**config.mk**
```make
export PLATFORM = sky130hd
export DESIGN_NAME = r_subset_lexer_core_flat
export DESIGN_NICKNAME = d
export VERILOG_FILES = /design/src/sv/rsl_pkg.sv /design/src/sv/rsl_ifs.sv /design/src/sv/rsl_front.sv /design/src/sv/rsl_queue.sv /design/src/sv/rsl_back.sv /design/src/sv/r_subset_lexer_core.sv /design/src/flat_wrapper.sv
export VERILOG_INCLUDE_DIRS = /design/src /design/src/sv
export SDC_FILE = /design/constraint.sdc
export NUM_CORES = 1
export LEC_CHECK = 0
export BUFFER_PORTS_ARGS = -buffer_cell sky130_fd_sc_hd__buf_2
export CORE_UTILIZATION = 50
export DETAILED_ROUTE_END_ITERATION = 10
export PLACE_DENSITY = 0.67
export SLEW_MARGIN = 0
export SYNTH_ARGS = -nofsm -noshare
export SYNTH_HDL_FRONTEND = slang
export SYNTH_SLANG_ARGS = --single-unit
```
**constraint.sdc**
```tcl
create_clock -name i_clk -period 5.05 [get_ports i_clk]
set_input_delay 0.505 -clock i_clk [delete_from_list [all_inputs] [get_ports i_clk]]
set_output_delay 0.505 -clock i_clk [all_outputs]
set_load 0.05 [all_outputs]
```
**src/sv/r_subset_lexer_core_macros.svh**
```systemverilog
// Assertion macros for the R-subset lexer core.
// Included by the top level; no other dependencies.
`ifndef R_SUBSET_LEXER_CORE_MACROS_SVH
`define R_SUBSET_LEXER_CORE_MACROS_SVH

// Same-cycle implication, disabled while reset is asserted.
`define RSL_ASSERT_HOLDS(label, clk, rst_n, ante, cons, msg) \
    label: assert property (@(posedge clk) disable iff (!rst_n) (ante) |-> (cons)) \
        else $error(msg);

// Consequent checked later than the antecedent.
`define RSL_ASSERT_LATER2(label, clk, rst_n, ante, cons, msg) \
    label: assert property (@(posedge clk) disable iff (!rst_n) (ante) |-> ##2 (cons)) \
        else $error(msg);

`endif

```
**src/sv/rsl_pkg.sv**
```systemverilog
// Shared types, token class codes, character codes and keyword table
// for the R-subset lexer. No dependencies.
`timescale 1ns / 1ps

package rsl_pkg;

    localparam int CHAR_W    = 8;
    localparam int CLASS_W   = 6;
    localparam int VALUE_W   = 32;
    localparam int LEN_OUT_W = 8;
    localparam int POS_OUT_W = 16;

    localparam int QUEUE_DEPTH = 4;
    localparam int QPTR_W      = $clog2(QUEUE_DEPTH);
    localparam int QCNT_W      = $clog2(QUEUE_DEPTH + 1);

    typedef logic [CLASS_W-1:0] t_class;
    typedef logic [CHAR_W-1:0]  t_char;

    // Token class codes
    localparam t_class C_NUM     = 6'd0;
    localparam t_class C_ID      = 6'd1;
    localparam t_class C_KW_BASE = 6'd2;
    localparam t_class C_LPAREN  = 6'd14;
    localparam t_class C_RPAREN  = 6'd15;
    localparam t_class C_SEMI    = 6'd16;
    localparam t_class C_LBRACE  = 6'd17;
    localparam t_class C_COLON   = 6'd18;
    localparam t_class C_RBRACE  = 6'd19;
    localparam t_class C_COMMA   = 6'd20;
    localparam t_class C_ASSIGN  = 6'd21;
    localparam t_class C_EQEQ    = 6'd22;
    localparam t_class C_PLUS    = 6'd23;
    localparam t_class C_MINUS   = 6'd24;
    localparam t_class C_STAR    = 6'd25;
    localparam t_class C_SLASH   = 6'd26;
    localparam t_class C_DOT     = 6'd27;
    localparam t_class C_LT      = 6'd28;
    localparam t_class C_LE      = 6'd29;
    localparam t_class C_GT      = 6'd30;
    localparam t_class C_GE      = 6'd31;
    localparam t_class C_NE      = 6'd32;
    localparam t_class C_AMP     = 6'd33;
    localparam t_class C_BAR     = 6'd34;
    localparam t_class C_ERR     = 6'd35;
    localparam t_class C_END     = 6'd36;

    // Character codes
    localparam t_char CH_NL     = 8'h0A;
    localparam t_char CH_TAB    = 8'h09;
    localparam t_char CH_VT     = 8'h0B;
    localparam t_char CH_FF     = 8'h0C;
    localparam t_char CH_CR     = 8'h0D;
    localparam t_char CH_SPACE  = 8'h20;
    localparam t_char CH_BANG   = 8'h21;
    localparam t_char CH_HASH   = 8'h23;
    localparam t_char CH_AMP    = 8'h26;
    localparam t_char CH_LPAREN = 8'h28;
    localparam t_char CH_RPAREN = 8'h29;
    localparam t_char CH_STAR   = 8'h2A;
    localparam t_char CH_PLUS   = 8'h2B;
    localparam t_char CH_COMMA  = 8'h2C;
    localparam t_char CH_MINUS  = 8'h2D;
    localparam t_char CH_DOT    = 8'h2E;
    localparam t_char CH_SLASH  = 8'h2F;
    localparam t_char CH_0      = 8'h30;
    localparam t_char CH_9      = 8'h39;
    localparam t_char CH_COLON  = 8'h3A;
    localparam t_char CH_SEMI   = 8'h3B;
    localparam t_char CH_LT     = 8'h3C;
    localparam t_char CH_EQ     = 8'h3D;
    localparam t_char CH_GT     = 8'h3E;
    localparam t_char CH_UA     = 8'h41;
    localparam t_char CH_UZ     = 8'h5A;
    localparam t_char CH_LA     = 8'h61;
    localparam t_char CH_LZ     = 8'h7A;
    localparam t_char CH_LBRACE = 8'h7B;
    localparam t_char CH_BAR    = 8'h7C;
    localparam t_char CH_RBRACE = 8'h7D;
    localparam t_char CASE_OFS  = 8'h20;

    // Keywords, lowercase, first character in the top byte, space padded
    localparam int KW_NUM     = 12;
    localparam int KW_MAX_LEN = 8;
    localparam logic [KW_MAX_LEN*CHAR_W-1:0] KW_TEXT [KW_NUM] = '{
        "if      ", "else    ", "while   ", "for     ",
        "in      ", "repeat  ", "ifelse  ", "function",
        "true    ", "false   ", "break   ", "print   "
    };
    localparam logic [3:0] KW_LEN [KW_NUM] = '{
        4'd2, 4'd4, 4'd5, 4'd3, 4'd2, 4'd6, 4'd6, 4'd8, 4'd4, 4'd5, 4'd5, 4'd5
    };

    typedef struct packed {
        t_class                 cls;
        logic [VALUE_W-1:0]     value;
        logic [LEN_OUT_W-1:0]   length;
        logic [POS_OUT_W-1:0]   line;
        logic [POS_OUT_W-1:0]   col;
    } t_token;

    // Results of one item: one or two tokens
    typedef struct packed {
        logic   two;
        t_token tok0;
        t_token tok1;
    } t_pair;

    typedef struct packed {
        logic full;
        logic empty;
    } t_qstat;

    function automatic t_class single_class(input t_char c);
        t_class cls;
        case (c)
            CH_LPAREN: cls = C_LPAREN;
            CH_RPAREN: cls = C_RPAREN;
            CH_SEMI:   cls = C_SEMI;
            CH_LBRACE: cls = C_LBRACE;
            CH_COLON:  cls = C_COLON;
            CH_RBRACE: cls = C_RBRACE;
            CH_COMMA:  cls = C_COMMA;
            CH_PLUS:   cls = C_PLUS;
            CH_STAR:   cls = C_STAR;
            CH_SLASH:  cls = C_SLASH;
            CH_DOT:    cls = C_DOT;
            CH_AMP:    cls = C_AMP;
            CH_BAR:    cls = C_BAR;
            default:   cls = C_ERR;
        endcase
        return cls;
    endfunction

endpackage

```
**src/sv/rsl_ifs.sv**
```systemverilog
// Valid/ready channel interfaces for source bytes and tokens.
// Depends on rsl_pkg.
`timescale 1ns / 1ps

interface rsl_in_if import rsl_pkg::*; ();
    logic        valid;
    logic        ready;
    t_char       char_code;
    logic        end_of_input;

    modport source (output valid, char_code, end_of_input, input ready);
    modport sink   (input valid, char_code, end_of_input, output ready);
endinterface

interface rsl_out_if import rsl_pkg::*; ();
    logic                 valid;
    logic                 ready;
    t_class               token_class;
    logic [VALUE_W-1:0]   number_value;
    logic [LEN_OUT_W-1:0] token_length;
    logic [POS_OUT_W-1:0] line_number;
    logic [POS_OUT_W-1:0] column;
    logic                 last;

    modport source (output valid, token_class, number_value, token_length, line_number,
                    column, last, input ready);
    modport sink   (input valid, token_class, number_value, token_length, line_number,
                    column, last, output ready);
endinterface

```
**src/sv/rsl_front.sv**
```systemverilog
// Scanner front end: accepts one source byte per cycle unless the queue is
// full; tracks lexer state, position; pushes completed tokens. Uses rsl_pkg.
`timescale 1ns / 1ps

module rsl_front
    import rsl_pkg::*;
#(
    parameter int KEYWORD_BUF_LEN = 8,
    parameter int MAX_TOKEN_LEN   = 255,
    parameter int POSITION_BITS   = 16
) (
    input  logic         i_clk,
    input  logic         i_rst_n,
    rsl_in_if.sink       i_in,
    input  t_qstat       i_qstat,
    output logic         o_push,
    output t_pair        o_pair
);

    localparam int LEN_W = $clog2(MAX_TOKEN_LEN + 1);
    localparam int IDX_W = $clog2(KEYWORD_BUF_LEN);
    localparam int POS_W = POSITION_BITS;

    typedef enum logic [3:0] {
        M_IDLE, M_NUM, M_WORD, M_COMMENT, M_EQ, M_LT, M_GT, M_MINUS, M_BANG
    } t_mode;

    t_mode              r_mode, n_mode;
    logic [LEN_W-1:0]   r_wcnt, n_wcnt;
    logic [VALUE_W-1:0] r_num, n_num;
    logic [POS_W-1:0]   r_line, n_line;
    logic [POS_W-1:0]   r_col, n_col;
    logic [POS_W-1:0]   r_start, n_start;
    t_char              r_chars [KEYWORD_BUF_LEN];

    logic               w_take;
    t_char              w_c, w_lower;
    logic               w_digit, w_alpha, w_blank, w_nl;
    logic [VALUE_W+3:0] w_x10;
    logic [VALUE_W-1:0] w_num_next;
    logic [LEN_W-1:0]   w_wcnt_inc;
    logic               w_wcnt_lt_buf;
    logic [POS_W-1:0]   w_col_inc, w_line_inc;
    t_class             w_kw_cls;
    t_mode              w_id_mode;
    logic               w_id_tok;
    logic               w_fl_v;
    t_token             w_fl_tok, w_id_tok_data;
    logic               w_a_v, w_b_v, w_do_idle;
    t_token             w_b_tok;
    logic               w_chr_we;
    logic [IDX_W-1:0]   w_chr_idx;

    assign i_in.ready = !i_qstat.full;
    assign w_take     = i_in.valid && i_in.ready;
    assign w_c        = i_in.char_code;

    assign w_digit = (w_c >= CH_0) && (w_c <= CH_9);
    assign w_alpha = ((w_c >= CH_LA) && (w_c <= CH_LZ)) || ((w_c >= CH_UA) && (w_c <= CH_UZ));
    assign w_blank = (w_c == CH_SPACE) || (w_c == CH_TAB) || (w_c == CH_VT) ||
                     (w_c == CH_FF) || (w_c == CH_CR);
    assign w_nl    = (w_c == CH_NL);
    assign w_lower = ((w_c >= CH_UA) && (w_c <= CH_UZ)) ? w_c + CASE_OFS : w_c;

    // acc * 10 + digit as (acc << 3) + (acc << 1) + digit, saturating
    assign w_x10 = {1'b0, r_num, 3'b000} + {3'b000, r_num, 1'b0}
                 + {{VALUE_W{1'b0}}, w_c[3:0]};
    assign w_num_next = (|w_x10[VALUE_W+3:VALUE_W]) ? '1 : w_x10[VALUE_W-1:0];

    assign w_wcnt_inc    = (r_wcnt != LEN_W'(MAX_TOKEN_LEN)) ? r_wcnt + 1'b1 : r_wcnt;
    assign w_wcnt_lt_buf = {1'b0, r_wcnt} < (LEN_W + 1)'(KEYWORD_BUF_LEN);
    assign w_col_inc     = (&r_col)  ? r_col  : r_col + 1'b1;
    assign w_line_inc    = (&r_line) ? r_line : r_line + 1'b1;

    // Keyword match against the stored lowercase prefix
    always_comb begin
        logic hit;
        w_kw_cls = C_ID;
        for (int k = KW_NUM - 1; k >= 0; k--) begin
            hit = (r_wcnt == LEN_W'(KW_LEN[k]));
            for (int i = 0; i < KW_MAX_LEN; i++) begin
                if ((i < KW_LEN[k]) &&
                    (r_chars[i] != KW_TEXT[k][(KW_MAX_LEN-1-i)*CHAR_W +: CHAR_W])) begin
                    hit = 1'b0;
                end
            end
            if (hit) begin
                w_kw_cls = C_KW_BASE + CLASS_W'(k);
            end
        end
    end

    // Pending token, emitted when the current run or lookahead ends
    always_comb begin
        w_fl_v         = 1'b1;
        w_fl_tok.cls   = C_ERR;
        w_fl_tok.value = '0;
        w_fl_tok.length = LEN_OUT_W'(1);
        w_fl_tok.line  = POS_OUT_W'(r_line);
        w_fl_tok.col   = POS_OUT_W'(r_start);
        case (r_mode)
            M_NUM: begin
                w_fl_tok.cls    = C_NUM;
                w_fl_tok.value  = r_num;
                w_fl_tok.length = LEN_OUT_W'(r_wcnt);
            end
            M_WORD: begin
                w_fl_tok.cls    = w_kw_cls;
                w_fl_tok.length = LEN_OUT_W'(r_wcnt);
            end
            M_EQ:    w_fl_tok.cls = C_ASSIGN;
            M_LT:    w_fl_tok.cls = C_LT;
            M_GT:    w_fl_tok.cls = C_GT;
            M_MINUS: w_fl_tok.cls = C_MINUS;
            M_BANG:  w_fl_tok.cls = C_ERR;
            default: w_fl_v = 1'b0;
        endcase
    end

    // Classification of a byte seen with no token pending
    always_comb begin
        w_id_mode = M_IDLE;
        w_id_tok  = 1'b0;
        if (w_nl || w_blank) begin
            w_id_mode = M_IDLE;
        end else if (w_digit) begin
            w_id_mode = M_NUM;
        end else if (w_alpha) begin
            w_id_mode = M_WORD;
        end else if (w_c == CH_HASH) begin
            w_id_mode = M_COMMENT;
        end else if (w_c == CH_EQ) begin
            w_id_mode = M_EQ;
        end else if (w_c == CH_LT) begin
            w_id_mode = M_LT;
        end else if (w_c == CH_GT) begin
            w_id_mode = M_GT;
        end else if (w_c == CH_MINUS) begin
            w_id_mode = M_MINUS;
        end else if (w_c == CH_BANG) begin
            w_id_mode = M_BANG;
        end else begin
            w_id_tok = 1'b1;
        end
        w_id_tok_data.cls    = single_class(w_c);
        w_id_tok_data.value  = '0;
        w_id_tok_data.length = LEN_OUT_W'(1);
        w_id_tok_data.line   = POS_OUT_W'(r_line);
        w_id_tok_data.col    = POS_OUT_W'(r_col);
    end

    always_comb begin
        n_mode    = r_mode;
        n_wcnt    = r_wcnt;
        n_num     = r_num;
        n_line    = r_line;
        n_col     = r_col;
        n_start   = r_start;
        w_a_v     = 1'b0;
        w_b_v     = 1'b0;
        w_b_tok   = w_id_tok_data;
        w_do_idle = 1'b0;
        w_chr_we  = 1'b0;
        w_chr_idx = r_wcnt[IDX_W-1:0];

        if (w_take) begin
            if (i_in.end_of_input) begin
                w_a_v          = w_fl_v;
                w_b_v          = 1'b1;
                w_b_tok.cls    = C_END;
                w_b_tok.length = '0;
                w_b_tok.col    = POS_OUT_W'(r_col);
                n_mode         = M_IDLE;
                n_wcnt         = '0;
                n_num          = '0;
                n_line         = POS_W'(1);
                n_col          = POS_W'(1);
                n_start        = POS_W'(1);
            end else begin
                // two-character operators reuse the b slot
                w_b_tok.length = LEN_OUT_W'(2);
                w_b_tok.col    = POS_OUT_W'(r_start);
                case (r_mode)
                    M_NUM: begin
                        if (w_digit) begin
                            n_num  = w_num_next;
                            n_wcnt = w_wcnt_inc;
                            n_col  = w_col_inc;
                        end else begin
                            w_do_idle = 1'b1;
                        end
                    end
                    M_WORD: begin
                        if (w_digit || w_alpha) begin
                            w_chr_we = w_wcnt_lt_buf;
                            n_wcnt   = w_wcnt_inc;
                            n_col    = w_col_inc;
                        end else begin
                            w_do_idle = 1'b1;
                        end
                    end
                    M_COMMENT: begin
                        if (w_nl) begin
                            n_line = w_line_inc;
                            n_col  = POS_W'(1);
                            n_mode = M_IDLE;
                        end else begin
                            n_col = w_col_inc;
                        end
                    end
                    M_EQ: begin
                        if (w_c == CH_EQ) begin
                            w_b_v       = 1'b1;
                            w_b_tok.cls = C_EQEQ;
                        end else begin
                            w_do_idle = 1'b1;
                        end
                    end
                    M_LT: begin
                        if (w_c == CH_MINUS) begin
                            w_b_v       = 1'b1;
                            w_b_tok.cls = C_ASSIGN;
                        end else if (w_c == CH_EQ) begin
                            w_b_v       = 1'b1;
                            w_b_tok.cls = C_LE;
                        end else begin
                            w_do_idle = 1'b1;
                        end
                    end
                    M_GT: begin
                        if (w_c == CH_EQ) begin
                            w_b_v       = 1'b1;
                            w_b_tok.cls = C_GE;
                        end else begin
                            w_do_idle = 1'b1;
                        end
                    end
                    M_MINUS: begin
                        if (w_c == CH_GT) begin
                            w_b_v       = 1'b1;
                            w_b_tok.cls = C_ASSIGN;
                        end else begin
                            w_do_idle = 1'b1;
                        end
                    end
                    M_BANG: begin
                        if (w_c == CH_EQ) begin
                            w_b_v       = 1'b1;
                            w_b_tok.cls = C_NE;
                        end else begin
                            w_do_idle = 1'b1;
                        end
                    end
                    default: w_do_idle = 1'b1;
                endcase

                if (w_b_v) begin
                    n_col  = w_col_inc;
                    n_mode = M_IDLE;
                end

                if (w_do_idle) begin
                    w_a_v   = w_fl_v;
                    w_b_tok = w_id_tok_data;
                    n_mode  = w_id_mode;
                    if (w_nl) begin
                        n_line = w_line_inc;
                        n_col  = POS_W'(1);
                    end else begin
                        w_b_v   = w_id_tok;
                        n_start = r_col;
                        n_col   = w_col_inc;
                        if (w_digit) begin
                            n_num  = VALUE_W'(w_c[3:0]);
                            n_wcnt = LEN_W'(1);
                        end else if (w_alpha) begin
                            w_chr_we  = 1'b1;
                            w_chr_idx = '0;
                            n_wcnt    = LEN_W'(1);
                        end
                    end
                end
            end
        end
    end

    assign o_push      = w_a_v || w_b_v;
    assign o_pair.two  = w_a_v && w_b_v;
    assign o_pair.tok0 = w_a_v ? w_fl_tok : w_b_tok;
    assign o_pair.tok1 = w_b_tok;

    always_ff @(posedge i_clk) begin
        if (!i_rst_n) begin
            r_mode  <= M_IDLE;
            r_wcnt  <= '0;
            r_num   <= '0;
            r_line  <= POS_W'(1);
            r_col   <= POS_W'(1);
            r_start <= POS_W'(1);
        end else begin
            r_mode  <= n_mode;
            r_wcnt  <= n_wcnt;
            r_num   <= n_num;
            r_line  <= n_line;
            r_col   <= n_col;
            r_start <= n_start;
        end
    end

    always_ff @(posedge i_clk) begin
        if (w_chr_we) begin
            r_chars[w_chr_idx] <= w_lower;
        end
    end

endmodule

```
**src/sv/rsl_queue.sv**
```systemverilog
// Short queue of token pairs between the scanner and the output stage.
// Uses rsl_pkg.
`timescale 1ns / 1ps

module rsl_queue
    import rsl_pkg::*;
(
    input  logic   i_clk,
    input  logic   i_rst_n,
    input  logic   i_push,
    input  t_pair  i_pair,
    input  logic   i_pop,
    output t_pair  o_head,
    output t_qstat o_qstat
);

    t_pair             r_mem [QUEUE_DEPTH];
    logic [QPTR_W-1:0] r_wp, r_rp;
    logic [QCNT_W-1:0] r_cnt;

    assign o_head        = r_mem[r_rp];
    assign o_qstat.full  = (r_cnt == QCNT_W'(QUEUE_DEPTH));
    assign o_qstat.empty = (r_cnt == '0);

    always_ff @(posedge i_clk) begin
        if (!i_rst_n) begin
            r_wp  <= '0;
            r_rp  <= '0;
            r_cnt <= '0;
        end else begin
            if (i_push) begin
                r_wp <= r_wp + 1'b1;
            end
            if (i_pop) begin
                r_rp <= r_rp + 1'b1;
            end
            case ({i_push, i_pop})
                2'b10:   r_cnt <= r_cnt + 1'b1;
                2'b01:   r_cnt <= r_cnt - 1'b1;
                default: r_cnt <= r_cnt;
            endcase
        end
    end

    always_ff @(posedge i_clk) begin
        if (i_push) begin
            r_mem[r_wp] <= i_pair;
        end
    end

endmodule

```
**src/sv/rsl_back.sv**
```systemverilog
// Output stage: splits queued token pairs into single tokens, marks the
// last token of each item and holds it in the output register. Uses rsl_pkg.
`timescale 1ns / 1ps

module rsl_back
    import rsl_pkg::*;
(
    input  logic      i_clk,
    input  logic      i_rst_n,
    input  t_pair     i_head,
    input  t_qstat    i_qstat,
    output logic      o_pop,
    rsl_out_if.source o_out
);

    logic   r_vld;
    logic   r_sel;
    logic   r_last;
    t_token r_tok;
    logic   w_load;

    assign w_load = !r_vld || o_out.ready;
    // a pair entry is released only when its second token is loaded
    assign o_pop  = w_load && !i_qstat.empty && (r_sel || !i_head.two);

    always_ff @(posedge i_clk) begin
        if (!i_rst_n) begin
            r_vld <= 1'b0;
            r_sel <= 1'b0;
        end else if (w_load) begin
            r_vld <= !i_qstat.empty;
            if (!i_qstat.empty) begin
                r_tok  <= r_sel ? i_head.tok1 : i_head.tok0;
                r_last <= r_sel || !i_head.two;
                r_sel  <= !r_sel && i_head.two;
            end
        end
    end

    assign o_out.valid        = r_vld;
    assign o_out.token_class  = r_tok.cls;
    assign o_out.number_value = r_tok.value;
    assign o_out.token_length = r_tok.length;
    assign o_out.line_number  = r_tok.line;
    assign o_out.column       = r_tok.col;
    assign o_out.last         = r_last;

endmodule

```
**src/sv/r_subset_lexer_core.sv**
```systemverilog
// A token passes from the scanner through the queue into the output register.
// Throughput: one source byte per cycle while the queue is not full; the output sends
// one token per cycle while ready is high; a 4-entry queue absorbs two-token bytes.
// Reset (synchronous, active low): scanner idle at line 1, column 1, queue and
// output register empty. Depends on rsl_pkg, rsl_ifs, rsl_front/queue/back and the macros.
`timescale 1ns / 1ps
`include "r_subset_lexer_core_macros.svh"

module r_subset_lexer_core
    import rsl_pkg::*;
#(
    parameter int KEYWORD_BUF_LEN = 8,
    parameter int MAX_TOKEN_LEN   = 255,
    parameter int POSITION_BITS   = 16
) (
    input  logic      i_clk,
    input  logic      i_rst_n,
    rsl_in_if.sink    i_in,
    rsl_out_if.source o_out
);

    logic   w_push;
    logic   w_pop;
    t_pair  w_pair;
    t_pair  w_head;
    t_qstat w_qstat;

    rsl_front #(
        .KEYWORD_BUF_LEN (KEYWORD_BUF_LEN),
        .MAX_TOKEN_LEN   (MAX_TOKEN_LEN),
        .POSITION_BITS   (POSITION_BITS)
    ) u_front (
        .i_clk   (i_clk),
        .i_rst_n (i_rst_n),
        .i_in    (i_in),
        .i_qstat (w_qstat),
        .o_push  (w_push),
        .o_pair  (w_pair)
    );

    rsl_queue u_queue (
        .i_clk   (i_clk),
        .i_rst_n (i_rst_n),
        .i_push  (w_push),
        .i_pair  (w_pair),
        .i_pop   (w_pop),
        .o_head  (w_head),
        .o_qstat (w_qstat)
    );

    rsl_back u_back (
        .i_clk   (i_clk),
        .i_rst_n (i_rst_n),
        .i_head  (w_head),
        .i_qstat (w_qstat),
        .o_pop   (w_pop),
        .o_out   (o_out)
    );

    `RSL_ASSERT_HOLDS(a_no_overflow, i_clk, i_rst_n, w_push, !w_qstat.full, "queue overflow")
    `RSL_ASSERT_HOLDS(a_no_underflow, i_clk, i_rst_n, w_pop, !w_qstat.empty, "queue underflow")
    `RSL_ASSERT_HOLDS(a_end_is_last, i_clk, i_rst_n,
        o_out.valid && (o_out.token_class == C_END), o_out.last, "end token not last")
    `RSL_ASSERT_LATER2(a_fast_path, i_clk, i_rst_n,
        w_push && w_qstat.empty && !o_out.valid, o_out.valid, "token not presented")

endmodule
```
**src/flat_wrapper.sv**
```systemverilog
// flat-port wrapper written by rule: the top's interface ports become plain ports
module r_subset_lexer_core_flat import rsl_pkg::*;
#(
    parameter int KEYWORD_BUF_LEN = 8,
    parameter int MAX_TOKEN_LEN   = 255,
    parameter int POSITION_BITS   = 16
)
  (i_clk, i_rst_n, i_in_valid, i_in_char_code, i_in_end_of_input, i_in_ready, o_out_valid, o_out_token_class, o_out_number_value, o_out_token_length, o_out_line_number, o_out_column, o_out_last, o_out_ready);
  rsl_in_if i_in_i ();
  rsl_out_if o_out_i ();
  input  logic i_clk;
  input  logic i_rst_n;
  input wire logic [$bits(i_in_i.valid)-1:0] i_in_valid;
  input wire logic [$bits(i_in_i.char_code)-1:0] i_in_char_code;
  input wire logic [$bits(i_in_i.end_of_input)-1:0] i_in_end_of_input;
  output wire logic [$bits(i_in_i.ready)-1:0] i_in_ready;
  output wire logic [$bits(o_out_i.valid)-1:0] o_out_valid;
  output wire logic [$bits(o_out_i.token_class)-1:0] o_out_token_class;
  output wire logic [$bits(o_out_i.number_value)-1:0] o_out_number_value;
  output wire logic [$bits(o_out_i.token_length)-1:0] o_out_token_length;
  output wire logic [$bits(o_out_i.line_number)-1:0] o_out_line_number;
  output wire logic [$bits(o_out_i.column)-1:0] o_out_column;
  output wire logic [$bits(o_out_i.last)-1:0] o_out_last;
  input wire logic [$bits(o_out_i.ready)-1:0] o_out_ready;
  assign i_in_i.valid = i_in_valid;
  assign i_in_i.char_code = i_in_char_code;
  assign i_in_i.end_of_input = i_in_end_of_input;
  assign i_in_ready = i_in_i.ready;
  assign o_out_valid = o_out_i.valid;
  assign o_out_token_class = o_out_i.token_class;
  assign o_out_number_value = o_out_i.number_value;
  assign o_out_token_length = o_out_i.token_length;
  assign o_out_line_number = o_out_i.line_number;
  assign o_out_column = o_out_i.column;
  assign o_out_last = o_out_i.last;
  assign o_out_i.ready = o_out_ready;
  r_subset_lexer_core #(.KEYWORD_BUF_LEN(KEYWORD_BUF_LEN), .MAX_TOKEN_LEN(MAX_TOKEN_LEN), .POSITION_BITS(POSITION_BITS)) u_core (.i_clk(i_clk), .i_rst_n(i_rst_n), .i_in(i_in_i), .o_out(o_out_i));
endmodule
```
==> summary.txt, run 1 <==
Power
  • Pwr dens: 454 nW/um^2
  • VDD IR max: 0.325 mV
  • P_leak: 11.7 nW
  • Pwr Total: 15.2 mW

GRT
  • Vias in the first global route: 18300
  • Antenna violations before repair: 1
  • Grt ovf: 0
  • GRT Overall Usage: 22.8%
  • Largest net degree at the start of global routing: 103
  • First-pass GRT wire length: 106000 microns

Worst hold path
  • Hold WC Path Type: primary input to flop

Clock tree
  • Hold_buf cts: 0
  • Num Clock Sinks: 658
  • Total CTS buffers: 68
  • CTS tree: built
  • H-tree depth: 3
  • CTS root buffer: clkbuf_16
  • Worst-path clk slew: 0.06 ns
  • Post-cts resize count: 0
  • Setup bufs post-CTS: 0
  • Clock Tree Buf Depth: 3
  • Clk_lat worst skew: 0.61 ns

STA
  • Setup_tns: 0 ns
  • Fmax: 253 MHz
  • Clock Skews: 0.0321 ns
  • Max Slew Vio Count: 0
  • Slew headroom: 17.4%
  • Final hold vios: 0
  • Setup violations, final: 0
  • Final Critical Period: 3.95 ns
  • Fin crit share: 78.2%
  • Worst Max-Slew Pin Slew: 1.23 ns
  • RSZ-0062 raised after global routing: no

Synth
  • Most used DFF post-synth: edfxtp_1
  • Synth top cells by count: 555 x edfxtp_1, 214 x nand2_1, 103 x dfxtp_1, 103 x mux4_2, 101 x nor2_1
  • EDFF count, synth: 555
  • Post-synthesis xor/xnor area fraction: 1.31%
  • Fraction of synthesized area in multiplexers: 9.14%
  • Top cell type's share of synthesized area: 55.6%
  • Synth async-reset ratio: 0%
  • Synth Cell Area: 30000 sq um
  • Simple-Gate Fraction of Synth Area: 13.0%
  • Largest family of logic cells by synthesized area: simple AND/OR/NAND/NOR gates
  • Sequential area share after synthesis: 62.5%
  • Synth warnings: 0
  • Compound-Gate Fraction of Synth Area: 8.29%
  • Most frequent cell after synthesis: edfxtp_1
  • Post-synth top area cell: edfxtp_1
  • Post-synthesis cell type count: 108
  • Synthesized netlist cell count: 2178
  • Number of synthesized register bits: 658
  • Post-Synth Adder-Cell Area: 3.37%
  • Mapped Nets: 2270
  • Mean area per synthesized cell: 13.8 sq um
  • Top cells by area, synth: edfxtp_1 56%, mux4_2 7.7%, dfxtp_1 6.9%

Place
  • IO Port Bufs: 93
  • RD Place Congestion: 0.874
  • Placed wire-length estimate: 45000 microns

Drt
  • Vias per cell: 5.97
  • Via count: 18400
  • Drt pass-1 iters: 9
  • Routed WL: 68200 microns
  • DRC Markers: 16
  • Final ANT Viol Nets: 0
  • Initial DRC Count: 1580
  • WL/cell: 22.1 microns

Worst setup path
  • Worst EP required: 5.26 ns
  • CP Capture Type: flop
  • Crit Path Category: flop to flop
  • RR Endpoint: u_core.u_front.r_chars[1][3]
  • WP data arrival: 4.15 ns
  • Startpoint class of the critical path: flop
  • Reg2reg path depth: 7
  • Critical path fanouts, max: 17
  • Reg2Reg Launch Point: u_core.u_front.r_mode[0]
  • Worst setup path end: u_core.u_front.r_chars[1][3]
  • Flop-to-flop setup slack: 1.10 ns
  • CP Launch Point: u_core.u_front.r_mode[0]

Status
  • Violated checks: DRC
  • Outcome: finished, violations left

Job
  • MaxCap Viol Count: 0

Floorplanning
  • Initial core utilization: 50.7%
  • Die height: 247 microns
  • IO Count: 94
  • Die Span X: 247 microns
  • Num rows: 89
  • DIE AREA: 60900 sq um
  • Core ar.: 59100 sq um

Cells and area
  • Fin nets: 2353
  • Antenna diodes: 0
  • Area Growth Syn to Fin: 11.7%
  • Layout cells sized above 1: 17.9%
[how the worst min path moves through the flow]
stage                                   start                   endpoint  slack [ns]  cells past startpoint
finish                            o_out_ready  u_core.u_back.o_out.valid        0.21                      4
global route                      o_out_ready  u_core.u_back.o_out.valid        0.22                      4
CTS                               o_out_ready  u_core.u_back.o_out.valid        0.19                      4
detailed placement    u_core.u_front.r_num[6]    u_core.u_front.r_num[6]        0.50                      2
global placement    u_core.u_back.o_out.valid  u_core.u_back.o_out.valid        0.49                      2
floorplan            u_core.u_front.r_num[15]   u_core.u_front.r_num[15]        0.46                      2
[kinds of logic after synthesis]
logic type               count (synthesis)
adder cells (fa/ha/maj)                 79
multiplexers                           141
flip-flops                             658
AO/OA/AOI/OAI                          368
AND/OR/NAND/NOR                        730
buffers and inverters                  157
XOR/XNOR                                45
[area by class of cell]
cell class | count | area [sq um]
Clock buffer | 104 | 1980
Multi-Input combinational cell | 1363 | 10500
Tap cell | 773 | 967
Clock inverter | 21 | 278
Timing Repair Buffer | 130 | 856
Fill cell | 4653 | 25600
Inverter | 40 | 150
Sequential cell | 658 | 18700
[power breakdown]
part           internal [mW]  switching (mW)
sequential              6.69           0.195
combinational           1.13            2.17
clock                   3.00            2.04
[flip-flops by register name, indices dropped and copies added (netlist names), 8 cells and up, named ones only]
name	flops
u_core.u_front.r_line	16
u_core.u_front.r_wcnt	8
u_core.u_front.r_chars	64
u_core.u_queue.r_mem	412
u_core.u_back.o_out.column	16
u_core.u_back.o_out.token_length	8
u_core.u_front.r_start	16
u_core.u_front.r_col	16
u_core.u_back.o_out.number_value	32
u_core.u_back.o_out.line_number	16
u_core.u_front.r_num	32
[worst max-delay path: stages, from the launching register on]
cell and delay (ns):
dfxtp_1 0.58, inv_1 0.22, nor2_1 0.38, a41oi_2 0.10, o32a_1 0.42, nor3_4 0.84
nand2_1 0.28, a21oi_1 0.71
[placed cells by master, fill, tap and decap left out, types with 8 or more instances in the layout]
master       n
a211oi_1    14
a21boi_0    10
a21o_1      23
a21oi_1     78
a22oi_1     20
a31oi_1     14
and2_1      91
and3_1      15
buf_12       9
buf_2       93
buf_4       28
clkbuf_1    26
clkbuf_16   73
dfxtp_1    101
edfxtp_1   555
ha_1        76
inv_1       39
mux2_2      33
mux4_2     103
nand2_1    214
nand2b_1    17
nand3_1     50
nand4_1     29
nor2_1     101
nor2b_1     35
nor3_1      52
nor4_1      23
nor4b_1      8
o211ai_1    11
o21a_1       9
o21ai_0     90
o22ai_1      9
or3_1       11
xnor2_1     23
xor2_1      22
[through the flow]
stage	std cells	setup WS, ns	util, %	cell area (sq um)	hold WS (ns)
after floorplan	2178	0.837	-	30000	0.459
after global placement	2964	0.718	52.8	31200	0.490
after detailed placement	2964	0.579	52.8	31200	0.501
after CTS	3089	1.13	56.6	33500	0.191
after global routing	3089	0.790	56.6	33500	0.220
final	3089	1.10	56.6	33500	0.213
[per-layer routing]
layer	vias to the layer above	track usage (%)	part of all wire (%)
li1	8578	-	-
met1	9210	32.8	46
met2	557	35.5	46
met3	99	4.07	5.6
met4	2	6.90	2.2
met5	-	0	0.019
Power figures use the tool's default switching activity.
==> inputs of run 2 (changes only) <==
Settings changed: PLACE_DENSITY 0.67 to 0.7.
Clock period 5.05 ns to 3.4 ns, I/O delays scaled along.
==> run 2 against run 1 <==
Largest cell class unchanged; first-iteration DRC count increased by 5.0%; non-clock buffer count increased by 117; the run still ends with DRC left; highest routed layer unchanged; count of clock-buffer cells in the layout decreased by 8; routed wire length increased by 6.0%; largest power group unchanged; critical path type unchanged.
==> summary.txt, run 2 (synthesis results as in run 1) <==
Drt
  • Metal-1 WL: 31800 microns
  • Routed wl met3: 4680 microns
  • Vias per cell: 6.04
  • Final ANT Viol Nets: 0
  • Uppermost routed layer: met5
  • WL/cell: 22.5 microns
  • Initial DRC Count: 1659
  • Drt pass-1 iters: 8
  • Routed length on met2: 34000 microns
  • DRC Markers: 13
  • Routed WL: 72300 microns
  • Via count: 19400

STA
  • Final Critical Period: 3.36 ns
  • Max Slew Vio Count: 0
  • RSZ-0062 raised after global routing: yes
  • Fmax: 298 MHz
  • Worst Max-Slew Pin Slew: 1.09 ns
  • Setup violations, final: 0
  • Fin crit share: 98.7%
  • Worst hold margin: 0.0511 ns
  • Final worst slack: 0.0438 ns
  • Clock Skews: 0.0416 ns
  • Final hold vios: 0
  • Slew headroom: 27.1%

Clock tree
  • Clk_lat worst skew: 0.63 ns
  • Num Clock Sinks: 658
  • Hold_buf cts: 0
  • Worst-path clk slew: 0.07 ns
  • Total CTS buffers: 69
  • CTS tree: built
  • H-tree depth: 3
  • CTS root buffer: clkbuf_16
  • Clock Tree Buf Depth: 3

Cells and area
  • Largest Register: u_core.u_queue.r_mem
  • Commonest non-fill, non-tap cell in the layout: edfxtp_1
  • Filler Cell Count: 4553
  • Fin nets: 2471
  • Largest registers: u_core.u_queue.r_mem x412, u_core.u_front.r_chars x64
  • Layout cells sized above 1: 23.8%
  • Most frequent cells in the layout: 555 x edfxtp_1, 214 x nand2_1, 127 x buf_4
  • Largest register FFs: 412
  • Post-route cell area: 34700 sq um
  • Antenna diodes: 0
  • Area Growth Syn to Fin: 15.9%
  • Final Core Density: 58.8%

GRT
  • GRT Overall Usage: 23.9%
  • Grt ovf: 0
  • Vias in the first global route: 19300
  • First-pass GRT wire length: 111000 microns
  • Largest net degree at the start of global routing: 103
  • Antenna violations before repair: 2

Worst setup path
  • RR Endpoint: u_core.u_front.r_num[22]
  • CP max-delay cell: fa_1
  • Critical path fanouts, max: 5
  • Most frequent CP cell: a211oi_2
  • Startpoint class of the critical path: flop
  • Worst Path Buf+Inv: 5
  • CP Capture Type: flop
  • WP data arrival: 3.84 ns
  • Worst EP required: 3.89 ns
  • WP depth: 15
  • Crit path largest cell delay: 0.54 ns
  • Reg2reg path depth: 15
  • Reg2Reg Launch Point: u_core.u_front.r_num[2]
  • Worst-path cell chain: inv_4, fa_1, inv_2, ha_4, a211oi_2, o21a_1, a211o_4, a2111oi_4, or3b_4, o211ai_1, buf_4, buf_6, buf_8, a211oi_2, o21ai_1
  • Crit Path Category: flop to flop
  • Top Family by Delay on Critical Path: compound AO/OA/AOI/OAI gates
  • Flop-to-flop setup slack: 0.04 ns

Place
  • Dpl ws: -0.184 ns
  • Placed wire-length estimate: 47100 microns
  • RD Place Congestion: 0.900
  • Cell Area, Placed: 32200 sq um
  • IO Port Bufs: 93

Floorplanning
  • Die Span X: 247 microns
  • Core ar.: 59100 sq um
  • Die height: 247 microns
  • DIE AREA: 60900 sq um
  • Num rows: 89
  • IO Count: 94
  • Initial core utilization: 50.7%

Worst hold path
  • Hold EP: u_core.u_back.o_out.valid
  • Min-Delay Startpoint: o_out_ready
  • Hold WC Path Type: primary input to flop
  • Hold path cells: 4

Power
  • P_leak: 12.3 nW
  • VDD IR max: 0.635 mV
  • Pwr dens: 656 nW/um^2

Job
  • MaxCap Viol Count: 0

Status
  • Outcome: finished, violations left
  • Violated checks: DRC
run 2: cell types whose count changed in the layout (fill, tap and decap cells not counted), moves of 8 or more:
| cell | delta |
|---|---|
| nor3_1 | -9 |
| nor3_2 | +8 |
| o21ai_1 | +8 |
| o21ai_0 | -8 |
| ha_1 | -11 |
| buf_12 | +12 |
| buf_4 | +99 |
| ha_2 | +9 |
run 2: worst max path at each step:
stage	from	end	slack, ns
finish	u_core.u_front.r_num[2]	u_core.u_front.r_num[22]	0.04
global route	u_core.u_front.r_num[0]	u_core.u_front.r_num[22]	-0.06
CTS	u_core.u_front.r_num[2]	u_core.u_front.r_num[22]	0.01
detailed placement	i_in_char_code[3]	u_core.u_queue.r_cnt[2]	-0.18
global placement	i_in_char_code[3]	u_core.u_front.r_num[28]	-0.05
floorplan	i_in_char_code[5]	u_core.u_queue.r_mem[0][0]	0.01
run 2: cell type report:
type / instances / area, sq um / share of cell area (%)
sequential: 658 / 18700 / 53.9
multi-input combinational: 1363 / 10700 / 30.9
timing repair buffer: 247 / 1900 / 5.47
clock buffer: 96 / 1890 / 5.44
tap: 773 / 967 / 2.78
clock inverter: 31 / 355 / 1.02
inverter: 40 / 153 / 0.439
run 2: power by group:
group | internal, mW | switching, mW | total, mW
combinational | 1.82 | 3.31 | 5.13
clock | 4.26 | 3.20 | 7.46
sequential | 9.93 | 0.262 | 10.2
run 2: worst reg2reg max path: cells and delay by family (launching register included):
family | cells | cell delay (ns)
AND/OR/NAND/NOR | 1 | 0.18
flip-flops | 1 | 0.38
AO/OA/AOI/OAI | 7 | 1.32
buffers and inverters | 5 | 0.52
adder cells (fa/ha/maj) | 2 | 0.81
run 2: repair_timing:
action	4_1_cts	5_1_grt
endpoints found under the setup margin	19	41
pin swaps	0	8
setup buffers	0	5
gates cloned	0	3
gates resized for setup	1	66
run 2: through the flow:
| step | std cells | setup TNS, ns | total power [mW] |
|---|---|---|---|
| floorplan | 2178 | 0 | 14.0 |
| global placement | 3073 | -0.116 | 15.4 |
| detailed placement | 3073 | -3.73 | 15.6 |
| CTS | 3200 | 0 | 23.0 |
| global route | 3208 | -0.237 | 23.6 |
| finish | 3208 | 0 | 22.8 |
run 2: routing by layer:
metal  vias up  GRT usage [%]
met5         -              0
met4         2           7.61
met3       111           4.30
met2       668           37.9
met1      9755           33.3
li1       8841              -
==> inputs of run 3 (changes only) <==
Settings changed: CORE_MARGIN set to 1.5.
==> run 3 against run 2 <==
The run still ends with DRC left; first-iteration DRC count is 1.4% higher; worst setup slack better by 0.060 ns; combinational power hardly changed; register-to-register slack better by 0.06 ns; via count is 0.61% lower; global-route usage is 0.58 points lower; worst hold slack better by 0.036 ns; count of clock-buffer cells in the layout is 2 higher; critical path depth is 1 lower; largest power group unchanged.
==> summary.txt, run 3 (synthesis results as in run 1) <==
Drt
  • Via count: 19300
  • DRC Markers: 6
  • Drt pass-1 iters: 10
  • Initial DRC Count: 1683
  • Routed WL: 71000 microns
  • Final ANT Viol Nets: 0
  • WL/cell: 22.1 microns
  • Vias per cell: 5.98

Floorplanning
  • Die Span X: 248 microns
  • Core ar.: 59100 sq um
  • IO Count: 94
  • DIE AREA: 61400 sq um
  • Num rows: 89
  • Die height: 248 microns
  • Initial core utilization: 50.7%

Worst hold path
  • Hold path cells: 4
  • Hold WC Path Type: primary input to flop
  • Min-Delay Startpoint: o_out_ready

GRT
  • Vias in the first global route: 19300
  • Antenna violations before repair: 0
  • Grt ovf: 0
  • Largest net degree at the start of global routing: 103
  • First-pass GRT wire length: 110000 microns
  • GRT Overall Usage: 23.3%

Place
  • Dpl ws: -0.113 ns
  • RD Place Congestion: 0.900
  • Placed cells: 3088
  • Placed wire-length estimate: 46900 microns
  • IO Port Bufs: 93

Cells and area
  • Largest registers: u_core.u_queue.r_mem x412, u_core.u_front.r_chars x64
  • Antenna diodes: 0
  • Most frequent cells in the layout: 555 x edfxtp_1, 214 x nand2_1, 141 x buf_4
  • Non-filler cells, final: 3219
  • Commonest non-fill, non-tap cell in the layout: edfxtp_1
  • Area Growth Syn to Fin: 16.3%
  • Filler Cell Count: 4518
  • Fin nets: 2483
  • Largest Register: u_core.u_queue.r_mem
  • Largest register FFs: 412
  • Layout cells sized above 1: 23.7%

STA
  • Setup violations, final: 0
  • Clock Skews: 0.0244 ns
  • Slew headroom: 40.2%
  • Worst Max-Slew Pin Slew: 0.898 ns
  • Final hold vios: 0
  • Max Slew Vio Count: 0
  • Fin crit share: 96.9%
  • Fmax: 303 MHz
  • RSZ-0062 raised after global routing: yes
  • Final worst slack: 0.104 ns
  • Final Critical Period: 3.30 ns

Worst setup path
  • Crit Path Category: flop to flop
  • Critical path fanouts, max: 7
  • CP Launch Point: u_core.u_front.r_num[0]
  • WP data arrival: 3.80 ns
  • Reg2reg path depth: 14
  • Worst EP required: 3.90 ns
  • CP Capture Type: flop
  • Reg2Reg Launch Point: u_core.u_front.r_num[0]
  • Startpoint class of the critical path: flop

Status
  • Outcome: finished, violations left
  • Violated checks: DRC

Clock tree
  • Clk_lat worst skew: 0.60 ns
  • CTS tree: built
  • Worst-path clk slew: 0.06 ns
  • Total CTS buffers: 69
  • H-tree depth: 3
  • Clock Tree Buf Depth: 3
  • Num Clock Sinks: 658
  • CTS root buffer: clkbuf_16
  • Hold_buf cts: 0

Power
  • Pwr dens: 658 nW/um^2
  • Pwr Total: 22.9 mW
  • VDD IR max: 0.728 mV
  • P_leak: 12.5 nW

Job
  • MaxCap Viol Count: 0
run 3: timing repair:
item	in CTS	in global routing
gates resized for setup	0	41
setup endpoints to repair	0	36
endpoints found under the hold margin	0	0
setup buffers	0	4
run 3: critical path: stages, from the launching register on:
cell	delay (ns)
dfxtp_2	0.36
inv_2	0.06
fa_1	0.57
inv_2	0.06
ha_4	0.26
a211oi_1	0.06
o21a_1	0.21
a211o_1	0.33
a2111oi_4	0.34
buf_4	0.17
o21bai_1	0.05
o211ai_1	0.18
buf_4	0.22
nor3_1	0.06
o32ai_1	0.28
run 3: per-layer routing:
layer | up-vias | routed length (microns) | track usage, %
li1 | 8835 | - | -
met1 | 9734 | 31700 | 32.3
met2 | 593 | 34200 | 38.3
met3 | 97 | 3850 | 3.45
met4 | 0 | 1300 | 6.51
met5 | - | 0 | 0
run 3: worst paths after layout:
check	to	slack [ns]
max	u_core.u_front.r_num[3]	0.10
min	u_core.u_back.o_out.valid	0.09
max reg2reg	u_core.u_front.r_num[3]	0.10
min reg2reg	u_core.u_front.r_num[6]	0.51
run 3: cell type report:
class                      count  area [sq um]  area share (%)
clock buffer                  98          1970            5.65
inverter                      40           150           0.431
multi-input combinational   1363         10700            30.7
timing repair buffer         259          2010            5.76
clock inverter                28           338           0.969
tap                          773           967            2.77
sequential                   658         18700            53.7
run 3: stage by stage:
step | area [sq um] | utilization, % | hold WS, ns | setup TNS [ns]
after detailed placement | 32400 | 54.7 | 0.495 | -1.95
final | 34900 | 59.0 | 0.0871 | 0
after global routing | 34900 | 59.0 | 0.0842 | -0.0306
after floorplan | 30000 | - | 0.439 | 0
after CTS | 34700 | 58.6 | 0.0408 | 0
after global placement | 32400 | 54.7 | 0.491 | -0.0468
run 3: power breakdown:
| group | switching (mW) | internal [mW] | leakage (nW) | total [mW] |
|---|---|---|---|---|
| logic | 3.26 | 1.85 | 5.29 | 5.11 |
| registers | 0.263 | 9.93 | 6.04 | 10.2 |
| clock network | 3.10 | 4.53 | 1.12 | 7.63 |
| total | 6.62 | 16.3 | 12.5 | 22.9 |
